$ cat src/hdl/bet_pkg.sv
package bet_pkg;

    typedef enum logic [1:0] {
        CMD_INSERT = 2'd0,
        CMD_LOOKUP = 2'd1,
        CMD_DELETE = 2'd2,
        CMD_NONE   = 2'd3
    } t_cmd;

    localparam logic [1:0] ST_OK    = 2'd0;
    localparam logic [1:0] ST_FULL  = 2'd1;
    localparam logic [1:0] ST_RANGE = 2'd2;

    typedef struct packed {
        logic [1:0]         cmd;
        logic signed [31:0] time_point;
        logic signed [31:0] sample_value;
        logic [5:0]         entry_index;
    } t_in_item;

    typedef struct packed {
        logic signed [31:0] out_value;
        logic [6:0]         entry_count;
        logic [1:0]         status;
    } t_out_item;

    // request to the divider
    typedef struct packed {
        logic        start;
        logic [63:0] dividend;
        logic [31:0] divisor;
    } t_div_req;

    typedef struct packed {
        logic        done;
        logic [63:0] quotient;
    } t_div_rsp;

endpackage

$ cat src/hdl/bet_divider.sv
module bet_divider (
    input  logic              i_clk,
    input  logic              i_rst_n,
    input  bet_pkg::t_div_req i_req,
    output bet_pkg::t_div_rsp o_rsp
);
    import bet_pkg::*;

    logic [63:0] r_quo;
    logic [32:0] r_rem;
    logic [31:0] r_div;
    logic [6:0]  r_cnt;
    logic        r_busy;
    logic        r_done;
    logic [32:0] w_trial;
    logic [32:0] w_diff;

    // one quotient bit per cycle, restoring
    assign w_trial = {r_rem[31:0], r_quo[63]};
    assign w_diff  = w_trial - {1'b0, r_div};

    always_ff @(posedge i_clk) begin
        if (!i_rst_n) begin
            r_busy <= 1'b0;
            r_done <= 1'b0;
            r_cnt  <= '0;
        end else begin
            r_done <= 1'b0;
            if (i_req.start) begin
                r_busy <= 1'b1;
                r_cnt  <= '0;
            end else if (r_busy) begin
                r_cnt <= r_cnt + 7'd1;
                if (r_cnt == 7'd63) begin
                    r_busy <= 1'b0;
                    r_done <= 1'b1;
                end
            end
        end
    end

    always_ff @(posedge i_clk) begin
        if (i_req.start) begin
            r_quo <= i_req.dividend;
            r_rem <= '0;
            r_div <= i_req.divisor;
        end else if (r_busy) begin
            if (!w_diff[32]) begin
                r_rem <= w_diff;
                r_quo <= {r_quo[62:0], 1'b1};
            end else begin
                r_rem <= w_trial;
                r_quo <= {r_quo[62:0], 1'b0};
            end
        end
    end

    assign o_rsp.done     = r_done;
    assign o_rsp.quotient = r_quo;

endmodule

$ cat config.mk
export PLATFORM = sky130hd
export DESIGN_NAME = bet_divider
export DESIGN_NICKNAME = d
export VERILOG_FILES = /design/src/hdl/bet_pkg.sv /design/src/hdl/bet_divider.sv
export SDC_FILE = /design/constraint.sdc
export NUM_CORES = 1
export LEC_CHECK = 0
export BUFFER_PORTS_ARGS = -buffer_cell sky130_fd_sc_hd__buf_2
export CAP_MARGIN = 5
export CORE_UTILIZATION = 49
export DETAILED_ROUTE_END_ITERATION = 6
export PLACE_DENSITY = 0.76
export SLEW_MARGIN = 15
export SYNTH_ARGS = -nofsm -noshare
export SYNTH_HDL_FRONTEND = slang
export SYNTH_SLANG_ARGS = --single-unit
$ cat constraint.sdc
create_clock -name i_clk -period 2.67 [get_ports i_clk]
set_input_delay 0.267 -clock i_clk [delete_from_list [all_inputs] [get_ports i_clk]]
set_output_delay 0.267 -clock i_clk [all_outputs]
set_load 0.02 [all_outputs]
==> results of run 1 <==
==> area by class of cell <==
cell class,count,area share [%]
clock buffer,17,4.36
clock inverter,15,1.57
inverter,40,1.54
multi-input combinational,451,35.3
sequential,137,38.0
tap,180,2.31
timing repair buffer,257,16.9
==> cell usage in the layout, fill, tap and decap left out, drive strengths merged, types with 4 or more instances in the layout <==
cell type,n
nand2b,4
nand4,6
ha,33
a21oi,41
nand3,8
nor3,10
a21boi,5
mux2,63
dfxtp,41
a21o,4
clkbuf,19
or3,4
mux2i,6
o21bai,6
xnor2,20
buf,252
and2,5
o21a,6
a311oi,20
nor4,5
nor2,53
o21ai,26
a211oi,5
xor2,12
nand2,71
edfxtp,96
inv,49
and3,7
==> through the flow <==
stage / TNS [ps] / hold slack [ps] / instances
final: -2890 / 14.4 / 1097
after global routing: -8360 / -0.824 / 1097
after CTS: -3960 / 0.209 / 1092
after detailed placement: -5070 / 445 / 1056
after global placement: -3020 / 443 / 1056
after floorplan: -4850 / 366 / 657
==> cells by family (layout without fill, tap and decap cells) <==
logic type      after synthesis  after routing
fa+ha+maj                    34             34
compound gates              135            135
flops                       137            137
xor+xnor                     32             32
mux                          69             69
buf+inv                      69            329
simple gates                181            181
==> worst reg2reg max path: stages, from the launching register on <==
cell and delay, ps:
sky130_fd_sc_hd__edfxtp_1 380, sky130_fd_sc_hd__inv_1 70, sky130_fd_sc_hd__ha_2 180, sky130_fd_sc_hd__fa_2 230
sky130_fd_sc_hd__nor2b_4 60, sky130_fd_sc_hd__o31ai_4 200, sky130_fd_sc_hd__nand3_2 130, sky130_fd_sc_hd__a21oi_4 150
sky130_fd_sc_hd__a211oi_2 90, sky130_fd_sc_hd__or4_4 500, sky130_fd_sc_hd__and3_4 180, sky130_fd_sc_hd__or3_1 380
sky130_fd_sc_hd__a311oi_2 270
==> sequential cells by signal, indices dropped and copies added (netlist names) <==
name / count
r_quo: 64
r_div: 32
r_rem: 32
r_cnt: 7
r_busy: 1
r_done: 1
==> how the worst max path moves through the flow <==
stage,cells after the start,startpoint,endpoint,slack (ps)
after CTS,12,r_quo[63]$_DFFE_PP_,r_rem[5]$_SDFFE_PP0P_,-220
after floorplan,13,r_quo[63]$_DFFE_PP_,r_rem[5]$_SDFFE_PP0P_,-390
after detailed placement,12,r_quo[63]$_DFFE_PP_,r_quo[0]$_DFFE_PP_,-250
final,12,r_quo[63]$_DFFE_PP_,r_rem[5]$_SDFFE_PP0P_,-240
after global routing,12,r_quo[63]$_DFFE_PP_,r_rem[5]$_SDFFE_PP0P_,-400
after global placement,10,r_div[25]$_DFFE_PP_,r_quo[0]$_DFFE_PP_,-200
==> per-layer routing <==
layer / GRT usage [%] / wire length (µm)
met5: 0 / 0
met4: 7.98 / 325
met3: 6.41 / 1160
met2: 43.2 / 9450
met1: 27.6 / 7500
==> timing repair <==
item	in CTS	in global routing
pin swaps	3	21
cloned	0	3
endpoints found under the setup margin	33	33
gates resized for setup	10	46
endpoints found under the hold margin	3	0
hold buffers	3	0
setup buffers	1	2
==> power by group through the flow <==
| stage | Sequential (W) | Combinational [W] | Clock [W] |
|---|---|---|---|
| after CTS | 0.00259 | 0.00150 | 0.00234 |
| after floorplan | 0.00275 | 0.000769 | 0 |
| after global placement | 0.00263 | 0.00143 | 0 |
| after detailed placement | 0.00263 | 0.00147 | 0 |
| final | 0.00260 | 0.00163 | 0.00232 |
| after global routing | 0.00262 | 0.00176 | 0.00243 |
==> summary by stage, run 1 <==
Detailed routing
The detail route stage leaves a number of antenna-violating nets equal to 0. Summing over every cut layer, the via total after detailed routing is around 6000. In this run, the number of DRC markers left after iteration 0 of detailed routing was around 320. The post-detailed-routing wire length is 18.4 mm. The count of unresolved DRC violations after routing is 0. The average vias per placed instance is between 5 and 6. The number of search-and-repair iterations in the first detailed-routing pass is 5. The average wire per cell in the routed design is 16.8 µm.

Hold path
The startpoint identified for the worst hold timing path is i_req[7]. The capture endpoint of the worst hold path is r_div[7]$_DFFE_PP_. The worst hold path depth is 1. The min-delay analysis places its worst path in the category input port to flop.

Clocking
The root buffer cell chosen for the clock tree is sky130_fd_sc_hd__clkbuf_16. CTS built an H-tree with a depth of 4. The tree built by TritonCTS fans out to roughly 140 sinks.

The clock passes through at most 2 buffers. TritonCTS built the clock tree. At the later pin of the worst-skew pair, clock insertion delay measures ~430 ps. Counting the buffers created by CTS gives 17. After clock tree synthesis, the clock-pin slew on the worst setup and hold paths is about 70 ps.

Power
In this run the power density over the cells is approximately 670 nW/µm². Of the total power, the clock network draws between 30% and 40%. In this run switching power makes up 30.1% of total power. The part of the total power dissipated in combinational logic is ~25%. The worst vdd rail ir drop is between 0.0006 and 0.0007 V. The design draws ~0.0065 W. The cell internal power dissipation is 0.00458 W. The static leakage is between 4 and 5 nW. The sequential share of power is between 30% and 40%. In this run the power spent charging and discharging nets is 0.00197 W.

Floorplanning
The initial core utilization is roughly half. The floorplan has between 40 and 50 rows. The number of top-level design ports is approximately 160. The die outline width is 123 µm. The die is approximately 120 µm tall. The core box area is between 10000 and 15000 µm². The die area is 15200 µm².

Timing
The final worst setup slack is -240 ps. The final number of hold-violating endpoints is 0. The headroom to the max-slew limit is 55.1%. For the finished layout, the period the worst path requires is roughly 2900 ps. Setup repair after global routing could not meet its margin everywhere.

The transition time of the tightest slew-check pin is just under 700 ps. The final count of pins violating max slew was 0. The maximum clock frequency is approximately 340 MHz. Setup violations remaining at the end of the flow were counted as 33. The maximum clock skew at final layout is 9.62 ps. The ratio of final minimum period to clock period is 109%.

Yosys
In the synthesized netlist, the number of instances is approximately 660. The largest area contributor in the synthesized netlist is sky130_fd_sc_hd__edfxtp_1. Among all flip-flop cells after synthesis, the most frequent one is sky130_fd_sc_hd__edfxtp_1.

Of the total synthesized cell area, the portion taken by full adders, half adders and majority gates is under 10%. In the post-synthesis netlist, the biggest area contributors are sky130_fd_sc_hd__edfxtp_1, sky130_fd_sc_hd__dfxtp_1, sky130_fd_sc_hd__mux2_2. The top cell type by area accounts for approximately two fifths of the synthesized area.

The main combinational cell family by area after synthesis is compound AO/OA/AOI/OAI gates. Counting distinct cell types in the post-synthesis netlist gives around 60. In this run the mean area of a mapped cell was approximately 11 µm². The count of state elements after synthesis is about 140. The area share of and/or/nand/nor cells after synthesis is between 10 and 15%. The multiplexer share of the synthesized area is roughly 11%. The number of nets in the synthesized netlist is between 700 and 800. The share of the synthesized netlist area taken by xor and xnor gates is between 3 and 4%. The cell with the most instances after synthesis is sky130_fd_sc_hd__edfxtp_1.

The part of the Yosys area used for sequential elements is between 50% and 60%. The synthesized netlist devotes about 13% of its cell area to compound gates. Counting flops with an async set or reset pin after synthesis yields a share of 0%. The number of enable flip-flop cells after synthesis is 96. In this run the cell area of the synthesized design comes to between 7000 and 8000 µm². By count the netlist is led by sky130_fd_sc_hd__edfxtp_1, sky130_fd_sc_hd__nand2_1, sky130_fd_sc_hd__mux2_2. Yosys printed 0 warnings.

Worst setup path
Data on the critical path is required at its endpoint by roughly 3000 ps. Among all stages on the critical path, the largest delay is contributed by sky130_fd_sc_hd__or4_4. The length in cells of the worst reg-to-reg path is 12.

For flop-to-flop paths, the worst setup slack is -240 ps. Traced cell by cell, the critical path runs through inv_1 > ha_2 > fa_2 > nor2b_4 > o31ai_4 > nand3_2 > a21oi_4 > a211oi_2 > or4_4 > and3_4 > or3_1 > a311oi_2. The startpoint of the lowest-slack register-to-register path is r_quo[63]$_DFFE_PP_. The startpoint type of the worst setup path is a flop. The endpoint of the lowest-slack register-to-register path is r_rem[5]$_SDFFE_PP0P_. The worst setup path is captured at a flop. The kind of cell with the highest combined delay along the critical path is simple AND/OR/NAND/NOR gates.

The critical-path maximum fanout is 2. The largest single stage delay on the critical path is around 500 ps. The number of buffers and inverters on the critical path is 1. The setup path with the least slack is of type flop to flop.

The arrival time of data at the critical path endpoint is 3250 ps.

Place
The congestion estimate from routability-driven global placement came to slightly below 0.9. After detailed placement, the total cell area comes to between 8000 and 9000 µm². The post-DP HPWL is roughly 13 mm.

During placement, the flow inserted port buffers numbering roughly 160. The pre-CTS setup slack is -249 ps.

Global route
The global-route congestion overflow total is 0. The aggregate global-route resource usage is between 20% and 30%. Entering global routing, the biggest net connects 130 pins. The initial antenna violation count is 0.

The first global-routing pass estimated around 28 mm of wire. The via count of the first global-routing pass came to around 6000.

Status
The run finished, with violations left. The final reports fail on setup timing.

Layout
The signed area change from the synthesized netlist to the final layout is 35.6%. The multi-input combinational cells in the finished layout cover a total of between 3000 and 4000 µm². The sequential standard cell area is approximately 3700 µm². With fillers left out, the area of the finished cells amounts to roughly 9700 µm².

The final antenna diode count is 0. In the final layout, the share of cells above drive strength 1 is about 44%. The net count reported at finish is between 1000 and 1500. The fill cell instance count of the final layout is roughly 1000.

The utilization after layout is between 60 and 70%.

Flow run
Across the run, the number of max-cap violations was 0.
No activity file was read; power rests on OpenSTA's default activity.
==> inputs of run 2 (changes only) <==
- clock period: 2.67 -> 2.45 ns (I/O delays scaled with it)
==> run 2 against run 1 <==
  * The run still ends with setup timing left
  * Count of clock-buffer cells in the layout increased by 1
  * Sequential power rose by 8.8%
  * Clock power hardly changed
  * Design area rose by 5.4%
==> summary by stage, run 2 (synthesis results as in run 1) <==
Status
Result of the run: finished, violations left (unchanged). Failing checks: setup timing (unchanged).

Place
The number of I/O port buffers is 163 (unchanged). The cell total after placement is 1091 (was 1056). The post-DP HPWL came to 13.2 mm (was 12.7 mm).

The final weighted congestion of routability-driven global placement is 0.914 (was 0.890).

Floorplanning
The die area is 15200 µm² (unchanged). The total number of placement rows is 43 (unchanged). The initial core utilization is 51.0% (unchanged). The core box area is 14100 µm² (unchanged). The height of the die was 123 µm (unchanged). The die outline width is 123 µm (unchanged). The number of top-level design ports is 164 (unchanged).

Power
The total power divided by cell area is 686 nW/µm² (was 672 nW/µm²). The power consumption is 0.00705 W (was 0.00655 W). The static leakage is 4.48 nW (was 4.18 nW). The worst vdd rail ir drop was 0.000697 V (was 0.000644 V).

Clocking
The clock root buffer is sky130_fd_sc_hd__clkbuf_16 (unchanged). The TritonCTS clock tree is yes (unchanged). The number of sinks on the clock net is 137 (unchanged). The deepest level of the CTS H-tree was 4 (unchanged). The clock buffer count from CTS is 17 (unchanged). The source-to-sink clock delay at the later pin of the worst-skew pair is 420 ps (was 430 ps). The clock slew at the register clock pins of the worst setup and hold paths is 60 ps (was 70 ps). The maximum clock path buffer count is 2 (unchanged).

Worst setup path
The sort of element at the end of the critical path is a flop (unchanged). The data required time at the worst endpoint came to 2780 ps (was 3010 ps). The arrival time of data at the critical path endpoint is 3320 ps (was 3250 ps). The startpoint type of the worst setup path is a flop (unchanged).

The critical-path maximum fanout is 3 (was 2). The class of the most critical setup path is flop to flop (unchanged).

Timing
Setup repair after global routing missed its margin: true (unchanged). The ratio of final minimum period to clock period is 122% (was 109%). The maximum clock skew at final layout is 9.08 ps (was 9.62 ps). The setup violation total in the final timing report came to 33 (unchanged). The final number of hold-violating endpoints is 0 (unchanged). The final count of pins violating max slew is 0 (unchanged). The transition time of the tightest slew-check pin came to 622 ps (was 673 ps). The final worst setup slack came to -544 ps (was -240 ps). The headroom to the max-slew limit is 58.4% (was 55.1%).

The maximum clock frequency is 334 MHz (was 344 MHz). The final critical-path required period is 2990 ps (was 2910 ps).

Layout
The leading cell type in the layout, fill and taps excluded is sky130_fd_sc_hd__buf_2 (unchanged). Highest-count cells in the layout ignoring fill and taps: sky130_fd_sc_hd__buf_2, sky130_fd_sc_hd__buf_4, sky130_fd_sc_hd__edfxtp_1, sky130_fd_sc_hd__mux2_2, sky130_fd_sc_hd__nand2_1 (was sky130_fd_sc_hd__buf_2, sky130_fd_sc_hd__edfxtp_1, sky130_fd_sc_hd__buf_4, sky130_fd_sc_hd__mux2_2, sky130_fd_sc_hd__nand2_1). The final cell count without fillers is 1168 (was 1097).

The share of post-route cells with drive strength above 1 is 43.7% (was 43.9%). The signed area change from the synthesized netlist to the final layout is 42.8% (was 35.6%). The largest register by flop count is r_quo (unchanged). The final antenna diode count came to 0 (unchanged).

The number of flip-flops under the largest register name is 64 (unchanged). The sequential standard cell area is 3700 µm² (unchanged). Registers with the most flip-flops: r_quo (64), r_div (32), r_rem (32) (unchanged). The net count reported at finish is 1108 (was 1037). The area used by multi-input combinational logic is 3400 µm² (was 3440 µm²). The fill cell instance count of the final layout was 943 (was 1047).

Detailed routing
The via count was 6298 (was 5991). The number of search-and-repair iterations in the first detailed-routing pass is 5 (unchanged). The count of unresolved DRC violations after routing is 0 (unchanged).

The average wire per cell in the routed design is 16.4 µm (was 16.8 µm). The average vias per placed instance is 5.39 (was 5.46). The remaining number of nets flagged by the antenna check after routing is 0 (unchanged). The initial DRC count came to 498 (was 318).

The post-detailed-routing wire length is 19.1 mm (was 18.4 mm).

Global route
The global-route congestion overflow total is 0 (unchanged). The pin count of the biggest net entering global routing is 79 (was 130). The via count of the first global-routing pass was 6351 (was 5986). The initial antenna violation count came to 0 (unchanged). The aggregate global-route resource usage is 26.2% (was 24.1%). The first-pass GRT wire length is 30.4 mm (was 28.1 mm).

Hold path
The worst hold-check path type is input port to flop (unchanged).

Flow run
The number of violations of the max-capacitance limit is 0 (unchanged).
run 2: cell count changes in the layout (fill, tap and decap cells not counted), sizes merged:
cell,previous run,this run
buf,252,296
inv,49,44
dlygate4sd3,3,32
clkbuf,19,18
clkinv,3,8
bufinv,1,0
run 2: final cells by class:
cell class,instances,area share [%]
flip-flops and latches,137,36.1
multi-input cells,451,33.1
repair buffers,328,22.0
clock buffers,18,4.18
well taps,180,2.19
inverters,40,1.46
clock inverters,14,0.938
run 2: metrics by stage:
stage / util (%) / worst slack (ps) / hold WS [ps] / area, µm² / setup TNS, ps
finish: 72.8 / -544 / 45.6 / 10300 / -13000
global placement: 64.3 / -433 / 424 / 9060 / -10280
detailed placement: 64.3 / -503 / 423 / 9060 / -12970
CTS: 72.4 / -482 / 33.0 / 10200 / -12220
floorplan: - / -606 / 344 / 7230 / -12080
global route: 72.8 / -644 / 84.5 / 10300 / -17450
run 2: what timing repair did:
action                                  in CTS  in global routing
gates resized for setup                     42                 12
hold buffers                                32                  0
endpoints found under the setup margin      33                 33
gates cloned                                 4                  0
endpoints found under the hold margin       32                  0
buffers inserted                             7                  3
pin swaps                                   19                 10
run 2: path summary, 6_finish.rpt:
kind | depth (start not counted) | start | slack [ps] | end
min | 2 | i_rst_n | 50 | r_busy$_SDFF_PN0_
min reg2reg | 2 | r_cnt[6]$_SDFFE_PP0P_ | 510 | r_cnt[6]$_SDFFE_PP0P_
max reg2reg | 12 | r_quo[63]$_DFFE_PP_ | -540 | r_rem[5]$_SDFFE_PP0P_
max | 12 | r_quo[63]$_DFFE_PP_ | -540 | r_rem[5]$_SDFFE_PP0P_
run 2: critical path, cell delays in order (launching register included):
cell and delay [ps]:
sky130_fd_sc_hd__edfxtp_1 390, sky130_fd_sc_hd__inv_2 80, sky130_fd_sc_hd__ha_4 130, sky130_fd_sc_hd__fa_2 230
sky130_fd_sc_hd__nor2b_4 60, sky130_fd_sc_hd__o31ai_4 210, sky130_fd_sc_hd__nand3_2 130, sky130_fd_sc_hd__a21oi_4 190
sky130_fd_sc_hd__a211oi_2 100, sky130_fd_sc_hd__or4_4 510, sky130_fd_sc_hd__and3_4 200, sky130_fd_sc_hd__or3_1 370
sky130_fd_sc_hd__a311oi_1 280
run 2: metal layers:
layer / up-vias / wire length [µm] / global-route usage (%)
li1: 3052 / - / -
met1: 2997 / 7760 / 30.3
met4: 0 / 420 / 9.49
met3: 33 / 1190 / 6.92
met5: - / 0 / 0
met2: 216 / 9750 / 46.4
run 2: power breakdown:
| group | total (W) | switching (W) | internal (W) | leakage, nW |
|---|---|---|---|---|
| sequential | 0.00283 | 0.000106 | 0.00272 | 1.29 |
| clock | 0.00232 | 0.00103 | 0.00129 | 0.252 |
| combinational | 0.00190 | 0.000976 | 0.000926 | 2.93 |
==> inputs of run 3 (changes only) <==
- CORE_UTILIZATION: 49 -> 55
- PLACE_DENSITY: 0.76 -> 0.81
- clock period: 2.45 -> 2.92 ns (I/O delays scaled with it)
==> run 3 against run 2 <==
  * The flow still finishes with violations (setup timing)
  * First-iteration DRC count shrank 31%
  * Clock skew up 7.3 ps
  * Die area shrank 11%
  * Routed wire length is 7.9% lower
  * Hold slack worse by 8.9 ps
  * Clock power is 9.1% lower
  * Sequential power decreased by 16%
  * Cell count fell by 12%
  * Power decreased by 18%
  * Sequential share of layout area grew 4.7 points
  * Critical path type unchanged
==> summary by stage, run 3 (synthesis results as in run 1) <==
Worst setup path
The delay contributed by the slowest stage of the critical path was 500 ps (was 510 ps). The startpoint of the lowest-slack register-to-register path is r_quo[63]$_DFFE_PP_ (unchanged). The critical-path maximum fanout is 2 (was 3). The launch point of the worst path was r_quo[63]$_DFFE_PP_ (unchanged). The arrival time of data at the critical path endpoint is 3260 ps (was 3320 ps). The data required time at the worst endpoint came to 3260 ps (was 2780 ps). The number of buffers and inverters on the critical path was 1 (unchanged).

The standard cell with the maximum stage delay on the critical path is sky130_fd_sc_hd__or4_4 (unchanged). The class of the most critical setup path is flop to flop (unchanged). The kind of cell adding the most delay to the critical path was simple AND/OR/NAND/NOR gates (unchanged). The startpoint type of the worst setup path is a flop (unchanged). The sort of element at the end of the critical path is a flop (unchanged).

CP cell instances: inv_1 > ha_2 > fa_2 > nor2b_4 > o31ai_4 > nand3_2 > a21oi_2 > a211oi_2 > or4_4 > and3_4 > or3_4 > a311oi_2 (was inv_2 > ha_4 > fa_2 > nor2b_4 > o31ai_4 > nand3_2 > a21oi_4 > a211oi_2 > or4_4 > and3_4 > or3_1 > a311oi_1).

Clocking
The TritonCTS clock tree is yes (unchanged). The source-to-sink clock delay at the later pin of the worst-skew pair is 430 ps (was 420 ps). The deepest level of the CTS H-tree is 4 (unchanged). The clock slew at the register clock pins of the worst setup and hold paths was 60 ps (about the same).

The clock root buffer is sky130_fd_sc_hd__clkbuf_16 (unchanged). The maximum clock path buffer count is 2 (unchanged). The number of buffers inserted for hold repair after clock tree synthesis is 0 (was 32).

The number of sinks on the clock net is 137 (unchanged). The clock buffer count from CTS is 17 (unchanged).

Timing
The setup violation total in the final timing report is 1 (was 33). Setup repair after global routing missed its margin: true (unchanged). The ratio of final minimum period to clock period is 100% (was 122%). The maximum clock skew at final layout was 16.4 ps (was 9.08 ps). The final hold slack came to 36.7 ps (was 45.6 ps). The final number of hold-violating endpoints was 0 (unchanged).

The maximum clock frequency is 342 MHz (was 334 MHz). The transition time of the tightest slew-check pin is 567 ps (was 622 ps). The final critical-path required period is 2920 ps (was 2990 ps). The headroom to the max-slew limit was 62.1% (was 58.4%).

The final worst setup slack is -3.18 ps (was -544 ps). The final count of pins violating max slew was 0 (unchanged).

Floorplanning
The die area is 13500 µm² (was 15200 µm²). The height of the die is 116 µm (was 123 µm). The core box area is 12700 µm² (was 14100 µm²).

The total number of placement rows is 41 (was 43). The initial core utilization was 56.7% (was 51.0%). The number of top-level design ports is 164 (unchanged).

The die outline width is 116 µm (was 123 µm).

Detailed routing
The number of search-and-repair iterations in the first detailed-routing pass came to 4 (was 5). The average vias per placed instance came to 5.62 (was 5.39). The post-detailed-routing wire length came to 17.6 mm (was 19.1 mm). The average wire per cell in the routed design is 17.0 µm (was 16.4 µm). The remaining number of nets flagged by the antenna check after routing is 0 (unchanged). The count of unresolved DRC violations after routing is 0 (unchanged). The initial DRC count is 344 (was 498). The via count is 5800 (was 6298).

Status
Result of the run: finished, violations left (unchanged). Failing checks: setup timing (unchanged).

Power
The total power divided by cell area came to 636 nW/µm² (was 686 nW/µm²). The power consumption is 0.00577 W (was 0.00705 W). The worst vdd rail ir drop came to 0.000576 V (was 0.000697 V).

The static leakage was 3.83 nW (was 4.48 nW).

Layout
Registers with the most flip-flops: r_quo (64), r_div (32), r_rem (32) (unchanged). The share of post-route cells with drive strength above 1 was 37.2% (was 43.7%). The leading cell type in the layout, fill and taps excluded is sky130_fd_sc_hd__buf_2 (unchanged). The largest register by flop count is r_quo (unchanged).

Highest-count cells in the layout ignoring fill and taps: sky130_fd_sc_hd__buf_2, sky130_fd_sc_hd__edfxtp_1, sky130_fd_sc_hd__nand2_1, sky130_fd_sc_hd__mux2_2, sky130_fd_sc_hd__nor2_1 (was sky130_fd_sc_hd__buf_2, sky130_fd_sc_hd__buf_4, sky130_fd_sc_hd__edfxtp_1, sky130_fd_sc_hd__mux2_2, sky130_fd_sc_hd__nand2_1). The fill cell instance count of the final layout came to 902 (was 943). The final antenna diode count was 0 (unchanged). The number of flip-flops under the largest register name was 64 (unchanged). The final non-filler cell area is 9080 µm² (was 10300 µm²). The net count reported at finish is 980 (was 1108). The signed area change from the synthesized netlist to the final layout was 26.3% (was 42.8%).

Global route
The pin count of the biggest net entering global routing came to 87 (was 79). The via count of the first global-routing pass is 5855 (was 6351). The global-route congestion overflow total is 0 (unchanged). The initial antenna violation count is 0 (unchanged). The first-pass GRT wire length came to 27.7 mm (was 30.4 mm). The aggregate global-route resource usage is 26.8% (was 26.2%).

Place
The number of I/O port buffers is 163 (unchanged). The post-DP HPWL came to 12.5 mm (was 13.2 mm). The final weighted congestion of routability-driven global placement is 0.943 (was 0.914).

The area after detailed placement is 8380 µm² (was 9060 µm²).

Flow run
The number of violations of the max-capacitance limit came to 0 (unchanged).

Hold path
The critical hold path startpoint is i_req[30] (was i_rst_n). The worst hold-check path type is input port to flop (unchanged).
-- run 3: cell type report --
type	instances	area (µm²)	area share [%]
Tap cell	172	215	2.37
Sequential cell	137	3700	40.8
Inverter	40	150	1.65
Clock inverter	14	146	1.61
Timing Repair Buffer	200	1130	12.5
Clock buffer	18	429	4.73
Multi-Input combinational cell	451	3300	36.4
-- run 3: power by group --
| group | internal, W | switching, W | total, W |
|---|---|---|---|
| sequential | 0.00228 | 0.000101 | 0.00238 |
| combinational | 0.000553 | 0.000722 | 0.00128 |
| clock | 0.00126 | 0.000853 | 0.00211 |
-- run 3: routing by layer --
metal	wire [µm]	vias to the layer above	track usage, %
met3	1070	24	8.20
met1	7110	2784	30.1
li1	-	2780	-
met5	0	-	0
met2	9140	212	47.9
met4	264	0	9.74
-- run 3: per-stage QoR --
step	setup slack, ps	setup TNS, ps	util [%]	cells
after floorplan	-150	-171	-	657
after global placement	60.4	0	66.2	997
after detailed placement	-40.5	-40.5	66.2	997
after CTS	-72.2	-945	71.0	1031
after global routing	-128	-785	71.7	1032
final	-3.18	-3.18	71.7	1032
-- run 3: what timing repair did --
item,in CTS,in global routing
setup buffers,2,1
setup endpoints to repair,5,33
gates resized for setup,6,16
pin swaps,9,8
-- run 3: path summary, 6_finish.rpt --
check	to	slack, ps	depth (start not counted)
worst min register to register	r_rem[20]$_SDFFE_PP0P_	500	2
worst max-delay path	r_rem[5]$_SDFFE_PP0P_	-3	12
worst max register to register	r_rem[5]$_SDFFE_PP0P_	-3	12
worst min-delay path	r_div[30]$_DFFE_PP_	40	1
